===== src/rfdu_pkg.sv =====
// Shared types and item codes for the RV32I fetch/decode unit.
`default_nettype none

package rfdu_pkg;

  // Item kinds on the input channel
  localparam logic ITEM_WRITE = 1'b0;
  localparam logic ITEM_STEP  = 1'b1;

  typedef struct packed {
    logic        opcode;
    logic [14:0] word_address;
    logic [31:0] program_word;
    logic        decoder_stall;
    logic        jump_from_decoder;
    logic [31:0] decoder_target;
    logic        jump_from_commit;
    logic [31:0] commit_target;
  } step_t;

  typedef struct packed {
    logic               ready_res;
    logic [5:0]         operation;
    logic [4:0]         dest_reg;
    logic [4:0]         src1_reg;
    logic [4:0]         src2_reg;
    logic signed [31:0] immediate;
    logic [31:0]        instr_address;
    logic               illegal;
  } decoded_t;

  // Decoder result for one word
  typedef struct packed {
    logic [5:0]  operation;
    logic [31:0] immediate;
    logic        illegal;
    logic        ctl;
  } dec_t;

endpackage

`default_nettype wire


===== src/rfdu_decode.sv =====
// RV32I word decoder: operation code, immediate, illegal and control-flow flags.
`default_nettype none

module rfdu_decode (
  input  logic [31:0]        word,
  output rfdu_pkg::dec_t     dec
);

  localparam logic [31:0] EXIT_WORD = 32'h0ff00513;

  localparam logic [6:0] OPC_LUI    = 7'b0110111;
  localparam logic [6:0] OPC_AUIPC  = 7'b0010111;
  localparam logic [6:0] OPC_JAL    = 7'b1101111;
  localparam logic [6:0] OPC_JALR   = 7'b1100111;
  localparam logic [6:0] OPC_BRANCH = 7'b1100011;
  localparam logic [6:0] OPC_LOAD   = 7'b0000011;
  localparam logic [6:0] OPC_STORE  = 7'b0100011;
  localparam logic [6:0] OPC_OPIMM  = 7'b0010011;
  localparam logic [6:0] OPC_OP     = 7'b0110011;
  localparam logic [6:0] OPC_FENCE  = 7'b0001111;

  localparam logic [5:0] OP_LUI   = 6'd0;
  localparam logic [5:0] OP_AUIPC = 6'd1;
  localparam logic [5:0] OP_JAL   = 6'd2;
  localparam logic [5:0] OP_JALR  = 6'd3;
  localparam logic [5:0] OP_BEQ   = 6'd4;
  localparam logic [5:0] OP_BNE   = 6'd5;
  localparam logic [5:0] OP_BLT   = 6'd6;
  localparam logic [5:0] OP_BGE   = 6'd7;
  localparam logic [5:0] OP_BLTU  = 6'd8;
  localparam logic [5:0] OP_BGEU  = 6'd9;
  localparam logic [5:0] OP_LB    = 6'd10;
  localparam logic [5:0] OP_LH    = 6'd11;
  localparam logic [5:0] OP_LW    = 6'd12;
  localparam logic [5:0] OP_LBU   = 6'd13;
  localparam logic [5:0] OP_LHU   = 6'd14;
  localparam logic [5:0] OP_SB    = 6'd15;
  localparam logic [5:0] OP_SH    = 6'd16;
  localparam logic [5:0] OP_SW    = 6'd17;
  localparam logic [5:0] OP_ADDI  = 6'd18;
  localparam logic [5:0] OP_SLTI  = 6'd19;
  localparam logic [5:0] OP_SLTIU = 6'd20;
  localparam logic [5:0] OP_XORI  = 6'd21;
  localparam logic [5:0] OP_ORI   = 6'd22;
  localparam logic [5:0] OP_ANDI  = 6'd23;
  localparam logic [5:0] OP_SLLI  = 6'd24;
  localparam logic [5:0] OP_SRLI  = 6'd25;
  localparam logic [5:0] OP_SRAI  = 6'd26;
  localparam logic [5:0] OP_ADD   = 6'd27;
  localparam logic [5:0] OP_SUB   = 6'd28;
  localparam logic [5:0] OP_SLL   = 6'd29;
  localparam logic [5:0] OP_SLT   = 6'd30;
  localparam logic [5:0] OP_SLTU  = 6'd31;
  localparam logic [5:0] OP_XOR   = 6'd32;
  localparam logic [5:0] OP_SRL   = 6'd33;
  localparam logic [5:0] OP_SRA   = 6'd34;
  localparam logic [5:0] OP_OR    = 6'd35;
  localparam logic [5:0] OP_AND   = 6'd36;
  localparam logic [5:0] OP_EXIT  = 6'd37;

  logic [6:0] opc;
  logic [2:0] f3;
  logic       b30;
  logic [5:0] op;
  logic       bad;
  logic       ctl;

  assign opc = word[6:0];
  assign f3  = word[14:12];
  assign b30 = word[30];

  always_comb begin
    // Immediate by format
    case (opc)
      OPC_JALR, OPC_LOAD, OPC_OPIMM, OPC_FENCE:
        dec.immediate = {{20{word[31]}}, word[31:20]};
      OPC_STORE:
        dec.immediate = {{20{word[31]}}, word[31:25], word[11:7]};
      OPC_BRANCH:
        dec.immediate = {{20{word[31]}}, word[7], word[30:25], word[11:8], 1'b0};
      OPC_LUI, OPC_AUIPC:
        dec.immediate = {word[31:12], 12'b0};
      OPC_JAL:
        dec.immediate = {{12{word[31]}}, word[19:12], word[20], word[30:21], 1'b0};
      default:
        dec.immediate = 32'd0;
    endcase

    // Operation code
    op  = OP_LUI;
    bad = 1'b0;
    ctl = 1'b0;
    if (word == EXIT_WORD) begin
      op = OP_EXIT;
    end else begin
      case (opc)
        OPC_LUI:   op = OP_LUI;
        OPC_AUIPC: op = OP_AUIPC;
        OPC_JAL: begin
          op  = OP_JAL;
          ctl = 1'b1;
        end
        OPC_JALR: begin
          op  = OP_JALR;
          ctl = 1'b1;
        end
        OPC_BRANCH: begin
          ctl = 1'b1;
          case (f3)
            3'd0: op = OP_BEQ;
            3'd1: op = OP_BNE;
            3'd4: op = OP_BLT;
            3'd5: op = OP_BGE;
            3'd6: op = OP_BLTU;
            3'd7: op = OP_BGEU;
            default: bad = 1'b1;
          endcase
        end
        OPC_LOAD: begin
          case (f3)
            3'd0: op = OP_LB;
            3'd1: op = OP_LH;
            3'd2: op = OP_LW;
            3'd4: op = OP_LBU;
            3'd5: op = OP_LHU;
            default: bad = 1'b1;
          endcase
        end
        OPC_STORE: begin
          case (f3)
            3'd0: op = OP_SB;
            3'd1: op = OP_SH;
            3'd2: op = OP_SW;
            default: bad = 1'b1;
          endcase
        end
        OPC_OPIMM: begin
          case (f3)
            3'd0: op = OP_ADDI;
            3'd1: op = OP_SLLI;
            3'd2: op = OP_SLTI;
            3'd3: op = OP_SLTIU;
            3'd4: op = OP_XORI;
            3'd5: op = b30 ? OP_SRAI : OP_SRLI;
            3'd6: op = OP_ORI;
            default: op = OP_ANDI;
          endcase
        end
        OPC_OP: begin
          case (f3)
            3'd0: op = b30 ? OP_SUB : OP_ADD;
            3'd1: op = OP_SLL;
            3'd2: op = OP_SLT;
            3'd3: op = OP_SLTU;
            3'd4: op = OP_XOR;
            3'd5: op = b30 ? OP_SRA : OP_SRL;
            3'd6: op = OP_OR;
            default: op = OP_AND;
          endcase
        end
        default: bad = 1'b1;
      endcase
    end
    // illegal words report operation 0 and never hold off fetch
    dec.operation = bad ? OP_LUI : op;
    dec.illegal   = bad;
    dec.ctl       = ctl && !bad;
  end

endmodule

`default_nettype wire


===== config.mk =====
export PLATFORM = sky130hd
export DESIGN_NAME = rfdu_decode
export DESIGN_NICKNAME = d
export VERILOG_FILES = /design/src/rfdu_pkg.sv /design/src/rfdu_decode.sv
export SDC_FILE = /design/constraint.sdc
export NUM_CORES = 1
export LEC_CHECK = 0
export BUFFER_PORTS_ARGS = -buffer_cell sky130_fd_sc_hd__buf_4
export CORE_MARGIN = 2
export CORE_UTILIZATION = 46
export DETAILED_ROUTE_END_ITERATION = 8
export PLACE_DENSITY = 0.92
export REMOVE_ABC_BUFFERS = 1
export SLEW_MARGIN = 20
export SYNTH_ARGS = -nofsm -noshare
export SYNTH_HDL_FRONTEND = slang
export SYNTH_SLANG_ARGS = --single-unit

===== constraint.sdc =====
create_clock -name vclk -period 1.5
set_clock_uncertainty 0.1 [all_clocks]
set_input_delay 0.075 -clock vclk [all_inputs]
set_output_delay 0.075 -clock vclk [all_outputs]
set_load 0.005 [all_outputs]

==> results of run 1 <==
[stage by stage]
step / cell area (sq um) / util / instances
after floorplan: 1045 / - / 167
after global placement: 2111 / 0.8759 / 334
after detailed placement: 2111 / 0.8759 / 334
[kinds of logic after synthesis]
kind of cell	share of synthesized area
xor+xnor	0.01542
mux	0.008811
buf+inv	0.09691
simple gates	0.4582
compound gates	0.4207
==> reports/metrics.cfg, run 1 <==
[place]
gp_congestion=1.021
pre_cts_ws_ns=-0.5108
hpwl_um=4844
port_buffers=72

[clocking]
cts_resized=78
post-cts-setup-buffers=6
postCtsHoldBufs=0

[die]
die_y_um=53.70
die_x_um=53.70
ios=72
num_rows=18
initial_core_util=0.4714

[synth]
synthCells=184
netlist_top_cells_area=nand2_1 9.9%, a21o_1 9.3%, nor2_1 4.6%, a21oi_1 4.4%, nor2b_1 4.4%
synth_commonest_cells=30 x nand2_1, 14 x a21o_1, 14 x nor2_1, 10 x a21oi_1
yosysWarnings=0
syn_area_per_cell_sq_um=6.174
ys_types=59
synth_area_leader_cell=nand2_1
yosys.area.top_type_share=0.09912
ys_seq_area_frac=0
synth_area_sq_um=1136
synth.most_common_cell=nand2_1

[outcome]
error_line=[ERROR DPL-0038] Utilization greater than 100%, impossible to legalize
lastStage=clock tree synthesis (4_1_cts)
status=stopped before the end

==> run 2, diff against run 1 <==
- CORE_AREA: unset -> 2 2 63 65
- CORE_MARGIN: 2 -> unset
- CORE_UTILIZATION: 46 -> unset
- DIE_AREA: unset -> 0 0 65 67
- PLACE_DENSITY: 0.92 -> unset
- PLACE_DENSITY_LB_ADDON: unset -> 0.15
==> reports/metrics.cfg, run 2 <==
[outcome]
status=finished with violations
failed_checks=setup timing

[cells_and_area]
seq_area_sq_um=0
fin_nets=345
layout_common_cells=105 x buf_4, 33 x buf_6, 25 x nand2_1
clkbuf_count=0
layout_commonest_cell=buf_4
seq_cell_count=0
nFillCells=298
n_antenna_cell=0
final_util=0.7144
finalInstanceArea_sq_um=2576
drive_above_1_share=0.5949
multi_input_area_sq_um=1242
area_growth_pct=126.8

[worst_setup_path]
cp.arrival_ns=1.46
cp.required_ns=1.32
startpoint_type=input port
crit_type=in -> out
end_kind=output pin
cp_max_fo=2

[die]
ios=72
die_y_um=67
fp.dieArea_sq_um=4355
num_rows=22
die_x_um=65
initial_core_util=0.3151
core_sq_um=3606

[route]
via_per_inst=5.292
ant_nets=0
drc_errors=0
dr.first_iter.drc_count=75
wl_per_cell_um=15.21
wirelength_um=5460
dr.pass1.iters=4
vias=1900

[place]
pre_cts_ws_ns=-0.1925
gp_congestion=0.9645
port_buffers=72
hpwl_um=4051
place_area_sq_um=2168

[synth]
syn_area_per_cell_sq_um=6.174
synth_area_leader_cell=nand2_1
synth_area_sq_um=1136
yosys.area.top_type_share=0.09912
synth.most_common_cell=nand2_1
ys_seq_area_frac=0
synth_commonest_cells=30 x nand2_1, 14 x a21o_1, 14 x nor2_1, 10 x a21oi_1
yosysWarnings=0
netlist_top_cells_area=nand2_1 9.9%, a21o_1 9.3%, nor2_1 4.6%, a21oi_1 4.4%, nor2b_1 4.4%
synthCells=184
ys_types=59

[sta]
period_share=1.093
slew_viol_final=0
max_freq_mhz=610.0
fin_ws_ns=-0.1392
finalHoldViolCount=0
tightest_slew_ns=0.4393
fin_crit_ns=1.639
worst_hold_slack_ns=0.3212
finalSetupViolations=17
rsz0062_at_grt=true
slew_headroom=0.7044

[clocking]
postCtsHoldBufs=0

[grt]
grt_usage=0.2244
antenna_found_initial=0
grt_max_degree=12
grt_pass1_wl_um=7859
first_global_vias=1659
grt_overflow=0

[power_and_ir_drop]
p_leak_nw=1.333
ir_worst_vdd_mv=0.1297
p_per_area_nw_per_um2=197.5

[run]
drv_cap=0

[min_path]
worstHoldPathType=in -> out

run 2: cell counts after synthesis:
Identical to the previous run, type by type.
run 2: per-stage QoR:
step | setup TNS, ns | total power (W) | std cells
5_1_grt | -2.272 | 0.0005427 | 359
3_3_place_gp | -3.294 | 0.0004063 | 355
4_1_cts | -1.463 | 0.0004503 | 355
6_report | -0.8843 | 0.0005088 | 359
3_5_place_dp | -3.010 | 0.0004069 | 355
2_1_floorplan | 0 | 0.0001173 | 167
run 2: report_power, final:
group          internal [W]  total, W  switching, W
clock                     0         0             0
sequential                0         0             0
combinational      0.000289  0.000509      0.000220
run 2: kinds of logic (layout without fill, tap and decap cells):
family,after synthesis,count (layout),synth area share
compound gates,66,66,0.4207
simple gates,93,94,0.4582
mux,1,1,0.008811
buf+inv,22,148,0.09691
xor+xnor,2,2,0.01542
run 2: final timing paths:
path,slack [ns],endpoint,cells after the start,startpoint
setup / recovery,-0.14,dec[34],7,word[26]
hold / removal,0.32,dec[17],4,word[15]
run 2: layout make-up:
cell class | count | area share
timing repair buffer | 143 | 0.4871
multi-input combinational | 163 | 0.4823
tap | 48 | 0.02331
inverter | 5 | 0.007285
run 2: metal layers:
layer / vias to the layer above / GRT usage / share of wire
met5: - / 0 / 0
met4: 0 / 0.01862 / 0.0092
met3: 6 / 0.01182 / 0.030
met2: 41 / 0.3840 / 0.52
met1: 902 / 0.3200 / 0.45
li1: 951 / - / -
run 2: critical path, cell delays in order:
cell     delay, ns
buf_4         0.11
and4b_1       0.22
nand4_1       0.11
nor4_1        0.10
a31o_1        0.18
or4_1         0.52
buf_4         0.15
run 2: timing repair:
action                                  CTS  global route
pin swaps                                11            24
cloned                                    1             1
endpoints found under the setup margin   40            40
setup buffers                             2             3
gates resized for setup                  46            43
No activity file was read; power rests on OpenSTA's default activity.
